### src/rtl/sorted_array_priority_queue_top_assert.svh
// ----------------------------------------------------------------------------
// sorted array priority queue assertion macros
// shared property shells for the queue checks
// ----------------------------------------------------------------------------
`ifndef SORTED_ARRAY_PRIORITY_QUEUE_TOP_ASSERT_SVH
`define SORTED_ARRAY_PRIORITY_QUEUE_TOP_ASSERT_SVH

// condition that holds at every edge outside reset
`define SAPQ_CHECK(lbl, prop, msg) \
   lbl: assert property (@(posedge clock) disable iff (reset) (prop)) \
      else $error(msg);

// condition that must follow in the cycle after a trigger
`define SAPQ_CHECK_NEXT(lbl, ante, cons, msg) \
   lbl: assert property (@(posedge clock) disable iff (reset) (ante) |=> (cons)) \
      else $error(msg);

`endif

### src/rtl/sapq_pkg.sv
// ----------------------------------------------------------------------------
// sapq_pkg
// sizes, codes and the command struct shared by the queue and its cells
// ----------------------------------------------------------------------------
package sapq_pkg;

   localparam int DEPTH   = 16;
   localparam int CountW  = $clog2(DEPTH + 1);
   localparam int IdxW    = $clog2(DEPTH);
   localparam int ValW    = 32;
   localparam int FillW   = 5;

   typedef enum logic [1:0] {
      ST_OK        = 2'd0,
      ST_OVERFLOW  = 2'd1,
      ST_UNDERFLOW = 2'd2
   } status_type;

   typedef enum logic {
      ACT_ENQUEUE = 1'b0,
      ACT_DEQUEUE = 1'b1
   } action_type;

   // broadcast to every cell in the row
   typedef struct packed {
      logic                   update;
      logic                   dequeue;
      logic signed [ValW-1:0] value;
   } cell_cmd_type;

endpackage

### src/rtl/sapq_cell.sv
// ----------------------------------------------------------------------------
// sapq_cell
// one slot of the sorted row: compares, shifts right on insert, left on remove
// ----------------------------------------------------------------------------
module sapq_cell
   import sapq_pkg::*;
(
   input  logic                   clock,
   input  logic [IdxW-1:0]        cell_idx,
   input  logic [CountW-1:0]      count,
   input  cell_cmd_type           cmd,
   input  logic signed [ValW-1:0] left_data,
   input  logic                   left_lt,
   input  logic signed [ValW-1:0] right_data,
   output logic signed [ValW-1:0] data,
   output logic                   lt
);

   logic signed [ValW-1:0] data_ff;
   logic signed [ValW-1:0] data_in;
   logic [CountW-1:0]      idx_ext;
   logic                   in_use;
   logic                   at_tail;
   logic signed [ValW-1:0] insert_val;

   assign idx_ext = CountW'(cell_idx);
   assign in_use  = idx_ext < count;
   assign at_tail = idx_ext == count;

   // strictly less: equal values stay ahead of the new one
   assign lt = in_use && (cmd.value < data_ff);

   // take the left neighbor when the new value lands further left
   assign insert_val = left_lt ? left_data : cmd.value;

   always_comb begin
      data_in = data_ff;
      if (cmd.update) begin
         if (cmd.dequeue) begin
            data_in = right_data;
         end else if ((in_use && lt) || at_tail) begin
            data_in = insert_val;
         end
      end
   end

   always_ff @(posedge clock) begin
      data_ff <= data_in;
   end

   assign data = data_ff;

endmodule

### src/rtl/sorted_array_priority_queue_top.sv
// ----------------------------------------------------------------------------
// sorted_array_priority_queue_top
// min-priority queue of signed values kept ascending in a row of cells
// ----------------------------------------------------------------------------
//
//  channel  ports                                   handshake
//  -------  --------------------------------------  -------------------------
//  request  req_action, req_value_in                start high, busy low
//  result   rsp_status, rsp_value_out,              rsp_strobe, one cycle
//           rsp_fill_level
//
//  one request per cycle, every cycle: busy stays low
//  each result shows in the cycle after its request, for one cycle only
//  all cells compare against the request value in parallel and shift in the
//  same edge that registers the result
//  synchronous active-high reset empties the queue and drops the strobe
//  the receiver cannot stall, so no result ever waits
//
module sorted_array_priority_queue_top
   import sapq_pkg::*;
(
   input  logic                   clock,
   input  logic                   reset,
   input  logic                   start,
   output logic                   busy,
   input  logic                   req_action,
   input  logic signed [ValW-1:0] req_value_in,
   output logic                   rsp_strobe,
   output logic [1:0]             rsp_status,
   output logic signed [ValW-1:0] rsp_value_out,
   output logic [FillW-1:0]       rsp_fill_level
);

`include "sorted_array_priority_queue_top_assert.svh"

   // queue occupancy
   logic [CountW-1:0]      cnt_ff;
   logic [CountW-1:0]      cnt_in;

   // registered result
   logic                   strobe_ff;
   logic                   strobe_in;
   status_type             status_ff;
   status_type             status_in;
   logic signed [ValW-1:0] value_ff;
   logic signed [ValW-1:0] value_in;
   logic [FillW-1:0]       fill_ff;
   logic [FillW-1:0]       fill_in;

   logic                   accept;
   logic                   is_full;
   logic                   is_empty;
   logic                   do_dequeue;
   cell_cmd_type           cmd;
   logic [CountW+FillW-1:0] cnt_wide;

   logic signed [ValW-1:0] cell_data [DEPTH];
   logic                   cell_lt   [DEPTH];

   // the row takes a request every cycle
   assign busy   = 1'b0;
   assign accept = start && !busy;

   assign is_full    = cnt_ff == CountW'(DEPTH);
   assign is_empty   = cnt_ff == '0;
   assign do_dequeue = req_action == ACT_DEQUEUE;

   // cells move only when the operation succeeds
   always_comb begin
      cmd.dequeue = do_dequeue;
      cmd.value   = req_value_in;
      cmd.update  = accept && (do_dequeue ? !is_empty : !is_full);
   end

   // row of cells, head at index zero
   for (genvar g = 0; g < DEPTH; g++) begin : g_cell
      logic signed [ValW-1:0] left_d;
      logic                   left_l;
      logic signed [ValW-1:0] right_d;

      if (g == 0) begin : g_head
         assign left_d = '0;
         assign left_l = 1'b0;
      end else begin : g_mid
         assign left_d = cell_data[g-1];
         assign left_l = cell_lt[g-1];
      end

      if (g == DEPTH - 1) begin : g_last
         assign right_d = '0;
      end else begin : g_inner
         assign right_d = cell_data[g+1];
      end

      sapq_cell u_cell (
         .clock      (clock),
         .cell_idx   (IdxW'(g)),
         .count      (cnt_ff),
         .cmd        (cmd),
         .left_data  (left_d),
         .left_lt    (left_l),
         .right_data (right_d),
         .data       (cell_data[g]),
         .lt         (cell_lt[g])
      );
   end

   // count and result for the request in flight
   always_comb begin
      cnt_in    = cnt_ff;
      strobe_in = accept;
      status_in = ST_OK;
      value_in  = '0;
      if (do_dequeue) begin
         if (is_empty) begin
            status_in = ST_UNDERFLOW;
         end else begin
            value_in = cell_data[0];
            cnt_in   = cnt_ff - CountW'(1);
         end
      end else begin
         if (is_full) begin
            status_in = ST_OVERFLOW;
         end else begin
            value_in = req_value_in;
            cnt_in   = cnt_ff + CountW'(1);
         end
      end
      if (!accept) begin
         cnt_in = cnt_ff;
      end
   end

   // fill level carries the whole count after the request
   assign cnt_wide = {{FillW{1'b0}}, cnt_in};
   assign fill_in  = cnt_wide[FillW-1:0];

   always_ff @(posedge clock) begin
      if (reset) begin
         cnt_ff    <= '0;
         strobe_ff <= 1'b0;
      end else begin
         cnt_ff    <= cnt_in;
         strobe_ff <= strobe_in;
      end
   end

   // result payload, no reset needed
   always_ff @(posedge clock) begin
      status_ff <= status_in;
      value_ff  <= value_in;
      fill_ff   <= fill_in;
   end

   assign rsp_strobe     = strobe_ff;
   assign rsp_status     = status_ff;
   assign rsp_value_out  = value_ff;
   assign rsp_fill_level = fill_ff;

   // checks
   `SAPQ_CHECK_NEXT(a_resp_follows_req, accept, rsp_strobe, "request without result")
   `SAPQ_CHECK(a_count_bound, cnt_ff <= CountW'(DEPTH), "count above depth")
   `SAPQ_CHECK(a_reject_keeps_count,
      !(rsp_strobe && rsp_status != ST_OK) || cnt_ff == $past(cnt_ff),
      "rejected request changed count")
   `SAPQ_CHECK(a_head_sorted,
      !(cnt_ff >= CountW'(2)) || !(cell_data[1] < cell_data[0]),
      "head entries out of order")

endmodule
### config.mk
export PLATFORM = sky130hd
export DESIGN_NAME = sorted_array_priority_queue_top
export DESIGN_NICKNAME = d
export VERILOG_FILES = /design/src/rtl/sapq_pkg.sv /design/src/rtl/sapq_cell.sv /design/src/rtl/sorted_array_priority_queue_top.sv
export VERILOG_INCLUDE_DIRS = /design/src /design/src/rtl
export SDC_FILE = /design/constraint.sdc
export NUM_CORES = 2
export LEC_CHECK = 0
export BUFFER_PORTS_ARGS = -buffer_cell sky130_fd_sc_hd__buf_2
export CAP_MARGIN = 20
export CORE_ASPECT_RATIO = 0.8
export CORE_MARGIN = 1.5
export CORE_UTILIZATION = 60
export DETAILED_ROUTE_END_ITERATION = 7
export GPL_TIMING_DRIVEN = 1
export PLACE_DENSITY = 0.77
export SYNTH_ARGS = -nofsm -noshare
export SYNTH_HDL_FRONTEND = slang
export SYNTH_SLANG_ARGS = --single-unit
### constraint.sdc
create_clock -name clock -period 8.8 [get_ports clock]
set_input_delay 2.2 -clock clock [delete_from_list [all_inputs] [get_ports clock]]
set_output_delay 2.2 -clock clock [all_outputs]
set_load 0.03 [all_outputs]
# [After elaboration in Yosys (flattened, before gate mapping)]
# Index checks and enable logic that the tools add are counted.
[totals] regBits=557 elab_cells=212
[op_classes] magnitude_cmp=32 addsub=2 n_mux=57 reduce_logical=84 n_eq_ne=16
[ops] operator="$mux 32" count=49
[ops] operator="$lt 32x32->1" count=16
[ops] operator="$eq 4x5->1 const A" count=8
[ops] operator="$lt 4x5->1 const A" count=8
[ops] operator="$logic_and 1x1->1" count=33
[ops] operator="$reduce_and 2->1" count=16
[ops] operator="$reduce_bool 2->1" count=16
[ops] operator="$eq 3x5->1 const A" count=4
[ops] operator="$lt 3x5->1 const A" count=4
[ops] operator="$mux 5" count=4
[ops] operator="$logic_or 1x1->1" count=16
[ops] operator="$eq 2x5->1 const A" count=2
[ops] operator="$lt 1x5->1 const A" count=2
[ops] operator="$lt 2x5->1 const A" count=2
[ops] operator="$add 5x1->5 const B" count=1
[ops] operator="$eq 1x5->1 const A" count=1
[ops] operator="$eq 5x5->1 const B" count=1
[ops] operator="$logic_not 5->1" count=1
[ops] operator="$sub 5x1->5 const B" count=1
[ops] operator="$mux 2" count=2
[ops] operator="$logic_not 1->1" count=2
[ops] operator="$mux 1" count=2

# [Depth between registers and ports, before layout]
[logic_depth] ltp_word=6 mapped_depth=12 ltp_nobuf=10

# [Modules after synthesis]
# From an unflattened synthesis, not the netlist that was laid out.
[unflattened] hier_cells=4440 area_unflattened_um2=42179.2
[modules_own_cells] mod="sapq_cell" seq_area_each_um2=960.9 area_per_inst_um2=2536.2 instances=16 cells_per_inst=269
[modules_own_cells] mod="sorted_array_priority_queue_top" seq_area_each_um2=900.9 area_per_inst_um2=1600.3 instances=1 cells_per_inst=136

# [Worst setup path after synthesis]
# No wires, ideal clock.
[synth_path] path_kind="input to register" from="in req_value_in[9]" to="reg g_cell[15].u_cell.data_ff[0], enable pin" stages=9 slack_ns=2.298 t_arrival_ns=6.041 required_time_ns=8.339 n_path_buf=0 cell_sequence="ha_1 -> a21o_1 -> a21o_1 -> a2111oi_0 -> o21bai_1 -> a221oi_1 -> o21ai_0 -> mux2i_1 -> nor3_1"
[synth_via] elab_chain_len=6
[synth_rtl] element="from (decl)" line_no="sorted_array_priority_queue_top.sv:27" text="input logic signed [ValW-1:0] req_value_in,"
[synth_rtl] element="$lt 32x32->1" line_no="sapq_cell.sv:31" text="assign lt = in_use && (cmd.value < data_ff);"
[synth_rtl] element="$logic_and 1x1->1" line_no="sapq_cell.sv:31"
[synth_rtl] element="$logic_and 1x1->1" line_no="sapq_cell.sv:41" text="end else if ((in_use && lt) || at_tail) begin"
[synth_rtl] element="$logic_or 1x1->1" line_no="sapq_cell.sv:41"
[synth_rtl] element="$reduce_bool 2->1 (no line)"
[synth_rtl] element="$reduce_and 2->1 (no line)"
[synth_rtl] element="to (signal assigned)" line_no="sapq_cell.sv:48" text="data_ff <= data_in;"
[synth_rtl] element="to (decl)" line_no="sapq_cell.sv:19" text="logic signed [ValW-1:0] data_ff;"
# No other way between the ends.
# A chain may end at the register's enable or synchronous reset.

# [Final worst setup path]
[layout_path] from="in req_value_in[13]" to="reg g_cell[5].u_cell.data_ff[0], data pin"
[layout_via] elab_chain_len=5
[layout_rtl] element="$lt 32x32->1" line_no="sapq_cell.sv:31"
[layout_rtl] element="$logic_and 1x1->1" line_no="sapq_cell.sv:31"
[layout_rtl] element="$mux 32" line_no="sapq_cell.sv:34" text="assign insert_val = left_lt ? left_data : cmd.value;"
[layout_rtl] element="$mux 32" line_no="sapq_cell.sv:41"
[layout_rtl] element="$mux 32" line_no="sapq_cell.sv:39" text="if (cmd.dequeue) begin"
[layout_rtl] element="to (signal assigned)" line_no="sapq_cell.sv:48"
[layout_rtl] element="to (decl)" line_no="sapq_cell.sv:19"
# No other way between the ends. The select of a mux whose other input is x is not followed.

==> results.md <==
- The worst min-delay path endpoint is rsp_value_out[16]$_DFF_P_.
- Global routing finished with a remaining overflow of 0.
- For this block, the initial DRC count from the detailed router was 3130.
- The number of global-route vias before repair came to ~31000.
- The classification of the worst setup path is in2reg.
- The per-cell routed wire length is 21.5 um.
- The flop and latch count out of synthesis is about 560.
- The post-synthesis average cell area is about 9.7 um^2.
- The antenna cell count is 0.
- The CTS H-tree depth is 2.
- Compared with the post-synthesis result, the final layout area differs by 8.25%.
- Sorting the synthesized cells by how often they occur yields sky130_fd_sc_hd__nand2_1, sky130_fd_sc_hd__inv_1, sky130_fd_sc_hd__edfxtp_1.
- Clock tree synthesis selected as its root buffer the cell sky130_fd_sc_hd__clkbuf_16.
- The cell count of the worst reg-to-reg path is 10.
- The largest net degree at the start of global routing is a little under 200.
- Summing all non-filler instances in the final layout gives an area of 42800 um^2.
- The synthesized-area fraction occupied by and/or/nand/nor cells is 0.128.
- In the routed design, unresolved DRC markers number 0.
- The standby leakage power is approximately 19 nW.
- The routability-driven placement congestion ratio is 0.932.
- The max-cap check violation count is 0.
- Walking the worst path, the cells encountered are buf_2, ha_1, a21o_1, a2111oi_0, o41ai_1, a211o_1, a211oi_1, o31ai_4, buf_4, a221o_1.
- The cts-stage hold buffer count is 0.
- The category of the worst setup path launch point is an input port.
- The clock drives 557 sinks.
- The number of CTS-inserted buffers is 57.
- The data arrival time of the worst path is 6.37 ns.
- The initial cell density of the core is 0.604.
- The routed design has between 100000 and 150000 um of wire.
- The number of setup buffers added after CTS is 0.
- The count of buffers added on input and output ports is between 70 and 80.
- The synthesized design spends more area on one cell type than any other, namely sky130_fd_sc_hd__edfxtp_1.
- The number of cells produced by synthesis is slightly above 4000.
- In this run the critical register-to-register path is captured at g_cell[5].u_cell.data[0]$_DFFE_PP_.
- After clock tree synthesis, the clock-pin slew on the worst setup and hold paths is 0.07 ns.
- The largest individual stage delay along the critical path comes from the cell sky130_fd_sc_hd__a2111oi_0.
- The final layout net count is 4551.
- The run finished with clean final reports.
- The sequential share of the synthesized area is 0.411.
- For the worst setup path, the data required time is about 9 ns.
- The Yosys step of the flow raised 0 warnings.
- For this run, the slowest stage of the critical path takes between 0.8 and 0.9 ns.
- Clock skew on the completed layout was measured at 0.0240 ns.
- The remaining max-slew budget at the tightest pin is 0.245.
- The post-place instance area is 40800 um^2.
- Setup violations remaining at the end of the flow were counted as 0.
- In the synthesized netlist the dominant register cell turns out to be sky130_fd_sc_hd__edfxtp_1.
- The adder-cell share of the synthesized area is 0.158.
- The final period utilization is 0.680.
- The worst register-to-register path begins at g_cell[4].u_cell.data[13]$_DFFE_PP_.
- The synthesized-area fraction occupied by ao, oa, aoi and oai cells came to 0.190.
- The total count of hold-check failures in the final report is 0.
- Setup repair after global routing left no endpoint under its margin.
- The total via count after detailed routing is 32100.
- TritonCTS built the clock tree.
- between 70 and 80 I/O pins were placed.
- The synthesized design contains 512 enable-type register cells.
- The HPWL after detailed placement is 76000 um.
- The minimum setup slack among reg-to-reg paths is between 4 and 5 ns.
- Together, buffers and inverters on the worst path number 2.
- In the global route stage, overall resource usage came out at 0.309.
- For this design the ratio of total power to cell area is between 150 and 200 nW/um^2.
- The first-pass GRT wire length is around 170000 um.
- The transition at the pin with the smallest max-transition slack is 1.12 ns.
- Yosys mapped the design onto 70 distinct sky130hd cell types.
- The final number of max-transition violations came to 0.
- Counting instances, the worst hold path has a depth of 1.
- The die extent in y is approximately 230 um.
- Of the post-synthesis cell area, the dominant cell type holds 0.389.
- The library cell with the highest instance count after synthesis is sky130_fd_sc_hd__nand2_1.
- The cell area that synthesis handed to floorplanning was between 30000 and 40000 um^2.
- The element type at the critical path end is a register.
- In the final layout, the share of cells above drive strength 1 is 0.0756.
- The maximum buffer depth of the clock tree is 3.
- The overall die area is around 68000 um^2.
- The floorplan has 84 rows.
- The clock period could shrink to 5.99 ns.
- The die extent in x is 290 um.
- The mux cell area share after synthesis is 0.0345.
- The first TritonRoute pass finished after 6 iterations.
- Of the total synthesized cell area, the portion taken by XOR and XNOR cells is 0.000443.
- The total nets after synthesis is roughly 4600.
- VDD sags by at most approximately 0.16 mV.
- The proportion of register bits with asynchronous set or reset after synthesis is 0.
- The kind of cell with the highest combined delay along the critical path is compound AO/OA/AOI/OAI gates.
- The beginning of the worst hold path is g_cell[0].u_cell.data[16]$_DFFE_PP_.
- The number of nets still failing antenna checks after routing is 0.
- Sorting the synthesized cells by area gives the leading types as sky130_fd_sc_hd__edfxtp_1, sky130_fd_sc_hd__ha_1, sky130_fd_sc_hd__nand2_1, sky130_fd_sc_hd__inv_1, sky130_fd_sc_hd__a221o_1.
- The via density per instance is between 6 and 7.
- The core area is 65500 um^2.
- Setup total negative slack on the finished layout was measured at 0 ns.
- The combinational family with the most area after synthesis is compound AO/OA/AOI/OAI gates.
- In this run the worst path has a maximum fanout of 64.
- The clock reaches the later pin of the worst-skew pair after 0.64 ns.
- The initial antenna violation count is 1.
- The worst min-delay path category is reg2reg.
- In this run, post-CTS repair resized a total of 0 instances.
- The top achievable clock speed is 167 MHz.
worst max path at each step:
stage / start / end / slack, ns / cells after the start
3_3_place_gp: req_value_in[13] / g_cell[4].u_cell.data[5]$_DFFE_PP_ / 2.15 / 9
6_report: req_value_in[13] / g_cell[5].u_cell.data[0]$_DFFE_PP_ / 2.81 / 10
5_1_grt: req_value_in[26] / g_cell[3].u_cell.data[0]$_DFFE_PP_ / 2.67 / 11
2_1_floorplan: req_value_in[9] / g_cell[15].u_cell.data[0]$_SDFFCE_PP0P_ / 2.30 / 9
3_5_place_dp: req_value_in[13] / g_cell[4].u_cell.data[5]$_DFFE_PP_ / 2.09 / 9
4_1_cts: req_value_in[13] / g_cell[4].u_cell.data[5]$_DFFE_PP_ / 2.72 / 9
power breakdown:
group | switching (W) | total, W | internal, W
Sequential | 0.000171 | 0.00351 | 0.00334
Clock | 0.00110 | 0.00252 | 0.00142
Combinational | 0.00149 | 0.00228 | 0.000792
cell families after synthesis:
logic type | Yosys count
other | 1
and+or+nand+nor | 1110
DFF | 557
muxes | 135
adders and majority gates | 501
xor gates and xnor gates | 2
AOI/OAI and AO/OA | 981
buffers and inverters | 773
area by class of cell:
class	count	area, um^2
clock buffer	81	1650
sequential	557	16300
clock inverter	26	229
tap	860	1080
fill	5182	22600
timing repair buffer	153	1120
multi-input combinational	2730	20600
inverter	515	1930
registers in the layout (all words and copies together), names as in the netlist:
signal              flops
g_cell.u_cell.data    512
rsp_value_out          32
cnt_ff                  5
rsp_fill_level          5
rsp_status              2
rsp_strobe              1
through the flow:
step | cells | utilization | hold slack, ns | power (W) | setup WS, ns
after detailed placement | 4804 | 0.622 | 0.473 | 0.00576 | 2.09
after CTS | 4911 | 0.651 | 0.485 | 0.00826 | 2.72
after floorplan | 4060 | - | 0.461 | 0.00509 | 2.30
after global placement | 4801 | 0.622 | 0.469 | 0.00568 | 2.15
after global routing | 4922 | 0.654 | 0.504 | 0.00868 | 2.67
final | 4922 | 0.654 | 0.486 | 0.00831 | 2.81
metal layers:
| layer | vias to the layer above | track usage | part of all wire |
|---|---|---|---|
| met2 | 1389 | 0.481 | 0.44 |
| met5 | - | 0 | 0 |
| met4 | 0 | 0.0852 | 0.021 |
| met3 | 191 | 0.0480 | 0.089 |
| met1 | 15500 | 0.447 | 0.44 |
| li1 | 15000 | - | - |
layout by cell type (no fill, tap or decap), drive strengths merged, types with 21 or more instances in the layout:
cell / count
a2111oi: 21
a21o: 94
a21oi: 203
a221o: 136
a22o: 33
a22oi: 32
buf: 153
clkbuf: 81
dfxtp: 45
edfxtp: 512
ha: 501
inv: 516
mux2i: 135
nand2: 628
nand3: 37
nand4: 62
nor2: 63
nor2b: 54
nor3: 178
o21ai: 106
o311ai: 218
o31ai: 34
Power figures use the tool's default switching activity.
